**src/hw/rtl/sha256_stream_hasher_unit_defines.svh**
```systemverilog
// assertion macros shared by the hasher
`ifndef SHA256_STREAM_HASHER_UNIT_DEFINES_SVH
`define SHA256_STREAM_HASHER_UNIT_DEFINES_SVH

// same-cycle implication
`define SHA_ASSERT_IMP(lbl, clk, rst_n, ante, cons) \
	lbl: assert property (@(posedge clk) disable iff (!rst_n) (ante) |-> (cons)) \
		else $error("sha256 hasher: same-cycle check failed");

// next-cycle implication
`define SHA_ASSERT_NXT(lbl, clk, rst_n, ante, cons) \
	lbl: assert property (@(posedge clk) disable iff (!rst_n) (ante) |=> (cons)) \
		else $error("sha256 hasher: next-cycle check failed");

`endif

```
**src/hw/rtl/sha_pkg.sv**
```systemverilog
`default_nettype none

package sha_pkg;

	localparam int unsigned COUNT_W = 61;

	localparam logic [7:0] PAD_BYTE = 8'h80;
	localparam logic [5:0] BLOCK_LAST = 6'd63;
	localparam logic [5:0] RND_LAST = 6'd63;

	typedef logic [0:7][31:0] word8_t;
	typedef logic [0:15][31:0] word16_t;

	typedef struct packed {
		logic shift_byte;
		logic shift_word;
	} sched_ctl_t;

	typedef struct packed {
		logic load;
		logic step;
	} round_ctl_t;

	localparam word8_t SHA_IV = {
		32'h6a09e667, 32'hbb67ae85, 32'h3c6ef372, 32'ha54ff53a,
		32'h510e527f, 32'h9b05688c, 32'h1f83d9ab, 32'h5be0cd19
	};

	localparam logic [31:0] SHA_K [64] = '{
		32'h428a2f98, 32'h71374491, 32'hb5c0fbcf, 32'he9b5dba5,
		32'h3956c25b, 32'h59f111f1, 32'h923f82a4, 32'hab1c5ed5,
		32'hd807aa98, 32'h12835b01, 32'h243185be, 32'h550c7dc3,
		32'h72be5d74, 32'h80deb1fe, 32'h9bdc06a7, 32'hc19bf174,
		32'he49b69c1, 32'hefbe4786, 32'h0fc19dc6, 32'h240ca1cc,
		32'h2de92c6f, 32'h4a7484aa, 32'h5cb0a9dc, 32'h76f988da,
		32'h983e5152, 32'ha831c66d, 32'hb00327c8, 32'hbf597fc7,
		32'hc6e00bf3, 32'hd5a79147, 32'h06ca6351, 32'h14292967,
		32'h27b70a85, 32'h2e1b2138, 32'h4d2c6dfc, 32'h53380d13,
		32'h650a7354, 32'h766a0abb, 32'h81c2c92e, 32'h92722c85,
		32'ha2bfe8a1, 32'ha81a664b, 32'hc24b8b70, 32'hc76c51a3,
		32'hd192e819, 32'hd6990624, 32'hf40e3585, 32'h106aa070,
		32'h19a4c116, 32'h1e376c08, 32'h2748774c, 32'h34b0bcb5,
		32'h391c0cb3, 32'h4ed8aa4a, 32'h5b9cca4f, 32'h682e6ff3,
		32'h748f82ee, 32'h78a5636f, 32'h84c87814, 32'h8cc70208,
		32'h90befffa, 32'ha4506ceb, 32'hbef9a3f7, 32'hc67178f2
	};

	function automatic logic [31:0] big_sig0(input logic [31:0] x);
		return {x[1:0], x[31:2]} ^ {x[12:0], x[31:13]} ^ {x[21:0], x[31:22]};
	endfunction

	function automatic logic [31:0] big_sig1(input logic [31:0] x);
		return {x[5:0], x[31:6]} ^ {x[10:0], x[31:11]} ^ {x[24:0], x[31:25]};
	endfunction

	function automatic logic [31:0] small_sig0(input logic [31:0] x);
		return {x[6:0], x[31:7]} ^ {x[17:0], x[31:18]} ^ (x >> 3);
	endfunction

	function automatic logic [31:0] small_sig1(input logic [31:0] x);
		return {x[16:0], x[31:17]} ^ {x[18:0], x[31:19]} ^ (x >> 10);
	endfunction

endpackage

`default_nettype wire

```
**src/hw/rtl/sha_msg_if.sv**
```systemverilog
`default_nettype none

interface sha_msg_if;
	logic       valid;
	logic       ready;
	logic       has_byte;
	logic [7:0] data_byte;
	logic       last;

	modport source (output valid, output has_byte, output data_byte, output last,
		input ready);
	modport sink (input valid, input has_byte, input data_byte, input last,
		output ready);
endinterface

`default_nettype wire

```
**src/hw/rtl/sha_dig_if.sv**
```systemverilog
`default_nettype none

interface sha_dig_if;
	logic        valid;
	logic        ready;
	logic [31:0] digest_word;
	logic        word_last;

	modport source (output valid, output digest_word, output word_last, input ready);
	modport sink (input valid, input digest_word, input word_last, output ready);
endinterface

`default_nettype wire

```
**src/hw/rtl/sha_sched.sv**
```systemverilog
`default_nettype none

module sha_sched (
	input  wire logic              clk,
	input  wire sha_pkg::sched_ctl_t ctl,
	input  wire logic [7:0]        byte_in,
	output logic [31:0]            wt
);
	import sha_pkg::*;

	word16_t      w_q;
	logic [511:0] blk;
	logic [31:0]  w_new;

	assign blk = w_q;
	assign wt = w_q[0];
	assign w_new = small_sig1(w_q[14]) + w_q[9] + small_sig0(w_q[1]) + w_q[0];

	// bytes and schedule words share one shift line, oldest word first
	always_ff @(posedge clk) begin
		if (ctl.shift_byte) begin
			w_q <= {blk[503:0], byte_in};
		end else if (ctl.shift_word) begin
			w_q <= {blk[479:0], w_new};
		end
	end

endmodule

`default_nettype wire

```
**src/hw/rtl/sha_round.sv**
```systemverilog
`default_nettype none

module sha_round (
	input  wire logic              clk,
	input  wire sha_pkg::round_ctl_t ctl,
	input  wire sha_pkg::word8_t   chain,
	input  wire logic [31:0]       k,
	input  wire logic [31:0]       wt,
	output sha_pkg::word8_t        work
);
	import sha_pkg::*;

	word8_t      work_q;
	logic [31:0] ch;
	logic [31:0] mj;
	logic [31:0] t1;
	logic [31:0] t2;

	assign work = work_q;

	always_comb begin
		ch = (work_q[4] & work_q[5]) ^ (~work_q[4] & work_q[6]);
		mj = (work_q[0] & work_q[1]) ^ (work_q[0] & work_q[2]) ^ (work_q[1] & work_q[2]);
		t1 = work_q[7] + big_sig1(work_q[4]) + ch + k + wt;
		t2 = big_sig0(work_q[0]) + mj;
	end

	always_ff @(posedge clk) begin
		if (ctl.load) begin
			work_q <= chain;
		end else if (ctl.step) begin
			work_q <= {t1 + t2, work_q[0], work_q[1], work_q[2],
				work_q[3] + t1, work_q[4], work_q[5], work_q[6]};
		end
	end

endmodule

`default_nettype wire

```
**src/hw/rtl/sha256_stream_hasher_unit.sv**
```systemverilog
// channel | dir | handshake   | payload
// msg     | in  | valid/ready | has_byte, data_byte[7:0], last
// dig     | out | valid/ready | digest_word[31:0], word_last
//
// message bytes are taken one per cycle while msg.ready is high; each full 64-byte block then
// adds a compression (64 rounds in one shared round unit, then the chaining add)
// an item marked last adds the padding bytes up to the block end,
// one or two compressions and eight digest words
// arst_n clears the sequencer and counters and loads the chaining words with the initial hash; no clearing pass
// msg.ready is low while compressing, padding or sending the digest
`default_nettype none
`include "sha256_stream_hasher_unit_defines.svh"

module sha256_stream_hasher_unit (
	input  wire logic  clk,
	input  wire logic  arst_n,
	sha_msg_if.sink    msg,
	sha_dig_if.source  dig
);
	import sha_pkg::*;

	localparam logic [2:0] ST_IDLE  = 3'd0;
	localparam logic [2:0] ST_PAD   = 3'd1;
	localparam logic [2:0] ST_ROUND = 3'd2;
	localparam logic [2:0] ST_FINAL = 3'd3;
	localparam logic [2:0] ST_OUT   = 3'd4;

	localparam logic [1:0] RET_IDLE = 2'd0;
	localparam logic [1:0] RET_PAD  = 2'd1;
	localparam logic [1:0] RET_OUT  = 2'd2;

	localparam logic [2:0] LAST_WORD = 3'd7;

	logic [2:0]         state_q;
	logic [1:0]         ret_q;
	logic [5:0]         pos_q;
	logic [COUNT_W-1:0] count_q;
	logic [5:0]         rnd_q;
	logic               first_q;
	logic               len_ok_q;
	logic [2:0]         out_idx_q;
	word8_t             chain_q;

	word8_t      work;
	logic [31:0] wt;
	logic        accept;
	logic        out_accept;
	logic        full;
	logic [5:0]  pos_next;
	logic [63:0] bit_len;
	logic [7:0]  len_byte;
	logic [7:0]  pad_byte;
	logic [7:0]  feed_byte;
	sched_ctl_t  sched_ctl;
	round_ctl_t  round_ctl;

	assign msg.ready = (state_q == ST_IDLE);
	assign accept = msg.valid && msg.ready;
	assign out_accept = dig.valid && dig.ready;

	assign dig.valid = (state_q == ST_OUT);
	assign dig.digest_word = chain_q[out_idx_q];
	assign dig.word_last = (out_idx_q == LAST_WORD);

	always_comb begin
		bit_len = {count_q, 3'b000};
		len_byte = 8'(bit_len >> {~pos_q[2:0], 3'b000});
		if (first_q) begin
			pad_byte = PAD_BYTE;
		end else if (len_ok_q && pos_q[5:3] == 3'b111) begin
			pad_byte = len_byte;
		end else begin
			pad_byte = 8'h00;
		end
		feed_byte = (state_q == ST_PAD) ? pad_byte : msg.data_byte;
		sched_ctl.shift_byte = (accept && msg.has_byte) || (state_q == ST_PAD);
		sched_ctl.shift_word = (state_q == ST_ROUND);
		full = sched_ctl.shift_byte && (pos_q == BLOCK_LAST);
		pos_next = pos_q + 6'(msg.has_byte);
		round_ctl.load = full;
		round_ctl.step = (state_q == ST_ROUND);
	end

	sha_sched u_sched (
		.clk     (clk),
		.ctl     (sched_ctl),
		.byte_in (feed_byte),
		.wt      (wt)
	);

	sha_round u_round (
		.clk   (clk),
		.ctl   (round_ctl),
		.chain (chain_q),
		.k     (SHA_K[rnd_q]),
		.wt    (wt),
		.work  (work)
	);

	always_ff @(posedge clk or negedge arst_n) begin
		if (!arst_n) begin
			state_q   <= ST_IDLE;
			ret_q     <= RET_IDLE;
			pos_q     <= '0;
			count_q   <= '0;
			rnd_q     <= '0;
			first_q   <= 1'b0;
			len_ok_q  <= 1'b0;
			out_idx_q <= '0;
			chain_q   <= SHA_IV;
		end else begin
			case (state_q)
				ST_IDLE: begin
					if (accept) begin
						if (msg.has_byte) begin
							pos_q   <= pos_next;
							count_q <= count_q + 1'b1;
						end
						if (msg.last) begin
							first_q  <= 1'b1;
							len_ok_q <= (pos_next[5:3] != 3'b111);
						end
						if (full) begin
							state_q <= ST_ROUND;
							rnd_q   <= '0;
							ret_q   <= msg.last ? RET_PAD : RET_IDLE;
						end else if (msg.last) begin
							state_q <= ST_PAD;
						end
					end
				end
				ST_PAD: begin
					pos_q   <= pos_q + 1'b1;
					first_q <= 1'b0;
					if (full) begin
						state_q  <= ST_ROUND;
						rnd_q    <= '0;
						ret_q    <= len_ok_q ? RET_OUT : RET_PAD;
						len_ok_q <= 1'b1;
					end
				end
				ST_ROUND: begin
					rnd_q <= rnd_q + 1'b1;
					if (rnd_q == RND_LAST) begin
						state_q <= ST_FINAL;
					end
				end
				ST_FINAL: begin
					for (int j = 0; j < 8; j++) begin
						chain_q[j] <= chain_q[j] + work[j];
					end
					out_idx_q <= '0;
					case (ret_q)
						RET_PAD: state_q <= ST_PAD;
						RET_OUT: state_q <= ST_OUT;
						default: state_q <= ST_IDLE;
					endcase
				end
				ST_OUT: begin
					if (out_accept) begin
						out_idx_q <= out_idx_q + 1'b1;
						if (out_idx_q == LAST_WORD) begin
							state_q <= ST_IDLE;
							chain_q <= SHA_IV;
							count_q <= '0;
							pos_q   <= '0;
						end
					end
				end
				default: begin
					state_q <= ST_IDLE;
				end
			endcase
		end
	end

	`SHA_ASSERT_IMP(a_no_overlap, clk, arst_n, dig.valid, !msg.ready)
	`SHA_ASSERT_NXT(a_round_end, clk, arst_n, state_q == ST_ROUND && rnd_q == RND_LAST, state_q == ST_FINAL)
	`SHA_ASSERT_NXT(a_back_idle, clk, arst_n, out_accept && dig.word_last, msg.ready && pos_q == '0 && count_q == '0)

endmodule

`default_nettype wire

```
**src/flat_wrapper.sv**
```systemverilog
// flat-port wrapper written by rule: the top's interface ports become plain ports
module sha256_stream_hasher_unit_flat import sha_pkg::*;
  (clk, arst_n, msg_valid, msg_has_byte, msg_data_byte, msg_last, msg_ready, dig_valid, dig_digest_word, dig_word_last, dig_ready);
  sha_msg_if msg_i ();
  sha_dig_if dig_i ();
  input  wire logic clk;
  input  wire logic arst_n;
  input wire logic [$bits(msg_i.valid)-1:0] msg_valid;
  input wire logic [$bits(msg_i.has_byte)-1:0] msg_has_byte;
  input wire logic [$bits(msg_i.data_byte)-1:0] msg_data_byte;
  input wire logic [$bits(msg_i.last)-1:0] msg_last;
  output wire logic [$bits(msg_i.ready)-1:0] msg_ready;
  output wire logic [$bits(dig_i.valid)-1:0] dig_valid;
  output wire logic [$bits(dig_i.digest_word)-1:0] dig_digest_word;
  output wire logic [$bits(dig_i.word_last)-1:0] dig_word_last;
  input wire logic [$bits(dig_i.ready)-1:0] dig_ready;
  assign msg_i.valid = msg_valid;
  assign msg_i.has_byte = msg_has_byte;
  assign msg_i.data_byte = msg_data_byte;
  assign msg_i.last = msg_last;
  assign msg_ready = msg_i.ready;
  assign dig_valid = dig_i.valid;
  assign dig_digest_word = dig_i.digest_word;
  assign dig_word_last = dig_i.word_last;
  assign dig_i.ready = dig_ready;
  sha256_stream_hasher_unit u_core (.clk(clk), .arst_n(arst_n), .msg(msg_i), .dig(dig_i));
endmodule
```
**config.mk**
```make
export PLATFORM = sky130hd
export DESIGN_NAME = sha256_stream_hasher_unit_flat
export DESIGN_NICKNAME = d
export VERILOG_FILES = /design/src/hw/rtl/sha_pkg.sv /design/src/hw/rtl/sha_msg_if.sv /design/src/hw/rtl/sha_dig_if.sv /design/src/hw/rtl/sha_sched.sv /design/src/hw/rtl/sha_round.sv /design/src/hw/rtl/sha256_stream_hasher_unit.sv /design/src/flat_wrapper.sv
export VERILOG_INCLUDE_DIRS = /design/src /design/src/hw/rtl
export SDC_FILE = /design/constraint.sdc
export NUM_CORES = 2
export LEC_CHECK = 0
export ABC_CLOCK_PERIOD_IN_PS = 16300
export BUFFER_PORTS_ARGS = -buffer_cell sky130_fd_sc_hd__buf_2
export CELL_PAD_IN_SITES_DETAIL_PLACEMENT = 1
export CELL_PAD_IN_SITES_GLOBAL_PLACEMENT = 1
export CORE_ASPECT_RATIO = 1.75
export CORE_UTILIZATION = 51
export CTS_BUF_LIST = sky130_fd_sc_hd__clkbuf_16
export DETAILED_ROUTE_END_ITERATION = 10
export GPL_ROUTABILITY_DRIVEN = 0
export GPL_TIMING_DRIVEN = 0
export PLACE_DENSITY_LB_ADDON = 0.08
export SYNTH_ARGS = -nofsm -noshare
export SYNTH_HDL_FRONTEND = slang
export SYNTH_SLANG_ARGS = --single-unit
```
**constraint.sdc**
```tcl
create_clock -name clk -period 16.3 [get_ports clk]
set_input_delay 3.26 -clock clk [delete_from_list [all_inputs] [get_ports clk]]
set_output_delay 3.26 -clock clk [all_outputs]
set_load 0.01 [all_outputs]
```
==> results.py <==
metrics = {
    "clocking": {
        "hold_buffers": 0,
        "cts_resized": 0,
        "cts.reportedPaths.clkPinSlew_ps": 80,
        "cts-root-buf": "clkbuf_16",
        "numCtsBuffers": 111,
        "clk_path_buf_depth": 3,
        "clock_tree.htree_level_count": 3,
        "postCtsSetupBuffers": 0,
        "cts_tree": "built",
        "tritoncts_num_sinks": 1107,
        "clock_latency_ps": 870,
    },
    "setup_path": {
        "ff2ff_setup_slack_ps": 3210,
        "crit-reg2reg-launch": "u_core.rnd_q[1]",
        "slowest_delay_ps": 1210,
        "cp_data_arrival_time_ps": 13650,
        "cp-start-kind": "flop",
        "critPathKind": "flop to flop",
        "crit_family": "compound AO/OA/AOI/OAI gates",
        "required_ps": 16860,
        "timing.critical_path.buf_inv": 7,
        "crit_start": "u_core.rnd_q[1]",
        "critPathSlowestCell": "o21ai_0",
        "reg2reg_to": "u_core.u_round.work[255]",
        "worstRegToRegCells": 35,
        "timing.critical_path.fanout_max": 15,
        "worstSetupEndpointType": "flop",
    },
    "timing": {
        "maxClockFrequency_mhz": 76.42,
        "setup_tns_ps": 0,
        "setup_viol_count_final": 0,
        "timing_max_transition_violations_final": 62,
        "final.setup_skew_ps": 46.38,
        "tightest_slew_ps": 1710,
        "finalCritPeriodShare": 0.8028,
        "final.min_clock_period_ps": 13090,
        "timing_hold_violations_final": 0,
        "unrepaired_setup_endpoints_after_global_routing": "false",
        "slew_headroom": -0.1693,
    },
    "die": {
        "initial_utilization": 0.5130,
        "floorplan_die_height_um": 512.6,
        "die_width_um": 293.8,
        "dieArea_um2": 150600,
        "io_pins": 49,
        "fp-row-count": 187,
        "core_area_um2": 148100,
    },
    "detailed_routing": {
        "drt.antenna.violating_nets": 0,
        "detail_route.wl_per_cell_um": 32.51,
        "drtIter0Drc": 5295,
        "drt-vias-per-instance": 6.462,
        "finalWirelength_um": 344600,
        "pre_antenna_drt_iters": 10,
        "num_vias": 68490,
        "drc": 0,
    },
    "grt": {
        "grt_util_all_layers": 0.4681,
        "grt_max_degree": 111,
        "grt_first_pass_wirelength_um": 503600,
        "grt_pass1_vias": 73940,
        "grt_overflow": 0,
        "initial_antenna_violation_count": 28,
    },
    "synth": {
        "synth.yosys.warnings": 0,
        "ys_async_sr_fraction": 0.3062,
        "synth_top_family_by_area": "simple AND/OR/NAND/NOR gates",
        "postSynth.topFlopCell": "edfxtp_1",
        "ys_seq_elements": 1107,
        "post_synth_mux_area_share": 0.03608,
        "synthDominantCellAreaShare": 0.3035,
        "netlist_top_cells_count": "nand2_1 (2394), edfxtp_1 (768), o21ai_0 (494), a21oi_1 (484), clkbuf_1 (424)",
        "post_synth_simple_gate_area": 0.1859,
        "synth.avg_cell_area_um2": 9.148,
        "yosys-top-cells-area": "edfxtp_1 (30%), nand2_1 (12%), dfrtp_1 (6.7%), ha_1 (6.5%), fa_1 (5.1%)",
        "synthAdderAreaFrac": 0.1170,
        "cell_with_the_most_instances_after_synthesis": "nand2_1",
        "synth_enable_flop_cells": 768,
        "yosysSeqAreaShare": 0.4174,
        "syn-instance-count": 8306,
        "synth_area_leader_cell": "edfxtp_1",
        "synthesized_area_fraction_occupied_by_ao_oa_aoi_and_oai_cells": 0.1328,
        "yosys.cell_types.count": 104,
        "syn_area_um2": 75980,
        "post_synth_xor_xnor_area": 0.07183,
        "syn-num-nets": 8911,
    },
    "run_status": {
        "status": "complete, but fails checks",
        "violations": "max-capacitance violations, max-slew violations",
    },
    "hold_path": {
        "worstHoldPathType": "flop to flop",
        "hold-path-cell-count": 2,
        "worst_hold_path.endpoint": "u_core.ret_q[1]",
        "min-delay-start": "u_core.ret_q[1]",
    },
    "flow_run": {
        "max_cap_violations": 9,
    },
    "cells_and_area": {
        "share_of_final_layout_standard_cells_stronger_than_drive_strength_1": 0.07164,
        "final.fill_count": 17110,
        "final_nets": 9090,
        "area.growth.synth_to_final_pct": 9.243,
        "layout.cell_area.non_filler_um2": 83000,
    },
    "placement": {
        "dpl-instance-area_um2": 79090,
        "detailed_place_hpwl_um": 264500,
        "placement.io_buffers": 48,
    },
}
==> routing by layer <==
metal	global-route usage	wire length [um]	vias up
li1	-	-	28980
met1	0.4169	99160	33760
met2	0.7755	166500	3633
met3	0.1392	26370	2119
met4	0.5623	52570	4
met5	0.002276	27	-
==> kinds of logic after synthesis <==
family	after synthesis
xor+xnor	620
flops	1107
compound gates	1630
fa+ha+maj	594
mux	163
buf+inv	787
simple gates	3405
==> through the flow <==
stage	utilization	setup WS, ps	instances	hold WS (ps)
final	0.5604	3214	10600	514.4
after global routing	0.5599	3202	10570	544.6
after CTS	0.5593	4095	10570	520.0
after detailed placement	0.5340	4126	10350	506.2
after global placement	0.5314	619.7	10340	492.4
after floorplan	-	5191	8306	452.4
==> area by class of cell <==
class                   instances  area, um2  share of cell area
diodes                         32      80.08           0.0009647
inverters                     327       1235             0.01488
well taps                    1984       2482             0.02991
plain buffers                 460       1775             0.02139
clock inverters               101      968.4             0.01167
flip-flops and latches       1107      31720              0.3821
multi-input cells            6412      41360              0.4983
repair buffers                 66      608.1            0.007326
clock buffers                 111       2778             0.03346
==> sequential cells by signal, summed over array words and instances (netlist names), 3 cells and up <==
register	count
u_core.rnd_q	6
u_core.out_idx_q	3
u_core.count_q	61
u_core.chain_q	256
u_core.pos_q	6
u_core.u_sched.wt	32
u_core.u_round.work	256
u_core.u_sched.blk	480
u_core.state_q	3
==> cells in the final DEF, fill, tap and decap left out, types with 36 or more instances in the layout <==
| cell | netlist | routed |
|---|---|---|
| a211oi_1 | 44 | 44 |
| nand2b_1 | 75 | 75 |
| o21ai_0 | 494 | 490 |
| nor3_1 | 113 | 113 |
| nand2_1 | 2394 | 2393 |
| a21o_1 | 171 | 171 |
| mux4_2 | 83 | 83 |
| nor2_1 | 408 | 408 |
| a21oi_1 | 484 | 484 |
| a31oi_1 | 43 | 43 |
| nand3_1 | 152 | 152 |
| o21bai_1 | 38 | 38 |
| mux2_2 | 57 | 57 |
| and3_1 | 43 | 43 |
| o21a_1 | 60 | 60 |
| inv_1 | 322 | 342 |
| fa_1 | 195 | 195 |
| nand4_1 | 36 | 36 |
| nor2b_1 | 48 | 48 |
| clkbuf_16 | 0 | 111 |
| dfrtp_1 | 203 | 203 |
| xnor2_1 | 338 | 334 |
| ha_1 | 396 | 396 |
| buf_2 | 2 | 51 |
| o31ai_1 | 37 | 37 |
| xor2_1 | 280 | 280 |
| or3_1 | 40 | 40 |
| clkbuf_1 | 424 | 395 |
| edfxtp_1 | 768 | 768 |
| dfstp_2 | 136 | 136 |
==> worst min-delay path, cell delays in order (launching register included) <==
cell	delay, ps
dfrtp_1	370
nand2_1	60
nand2_1	50
==> worst max path at each step <==
stage / slack [ps] / end / cells after the start
after floorplan: 5190 / u_core.u_sched.blk[0] / 6
after global placement: 620 / u_core.u_round.work[189] / 8
after detailed placement: 4130 / u_core.u_round.work[255] / 32
after CTS: 4090 / u_core.u_round.work[255] / 32
after global routing: 3200 / u_core.u_round.work[255] / 37
final: 3210 / u_core.u_round.work[255] / 35
Power is left out: the tool's default activity adds up to more than one toggle a clock period on the data nets, which glitch-free logic cannot reach.
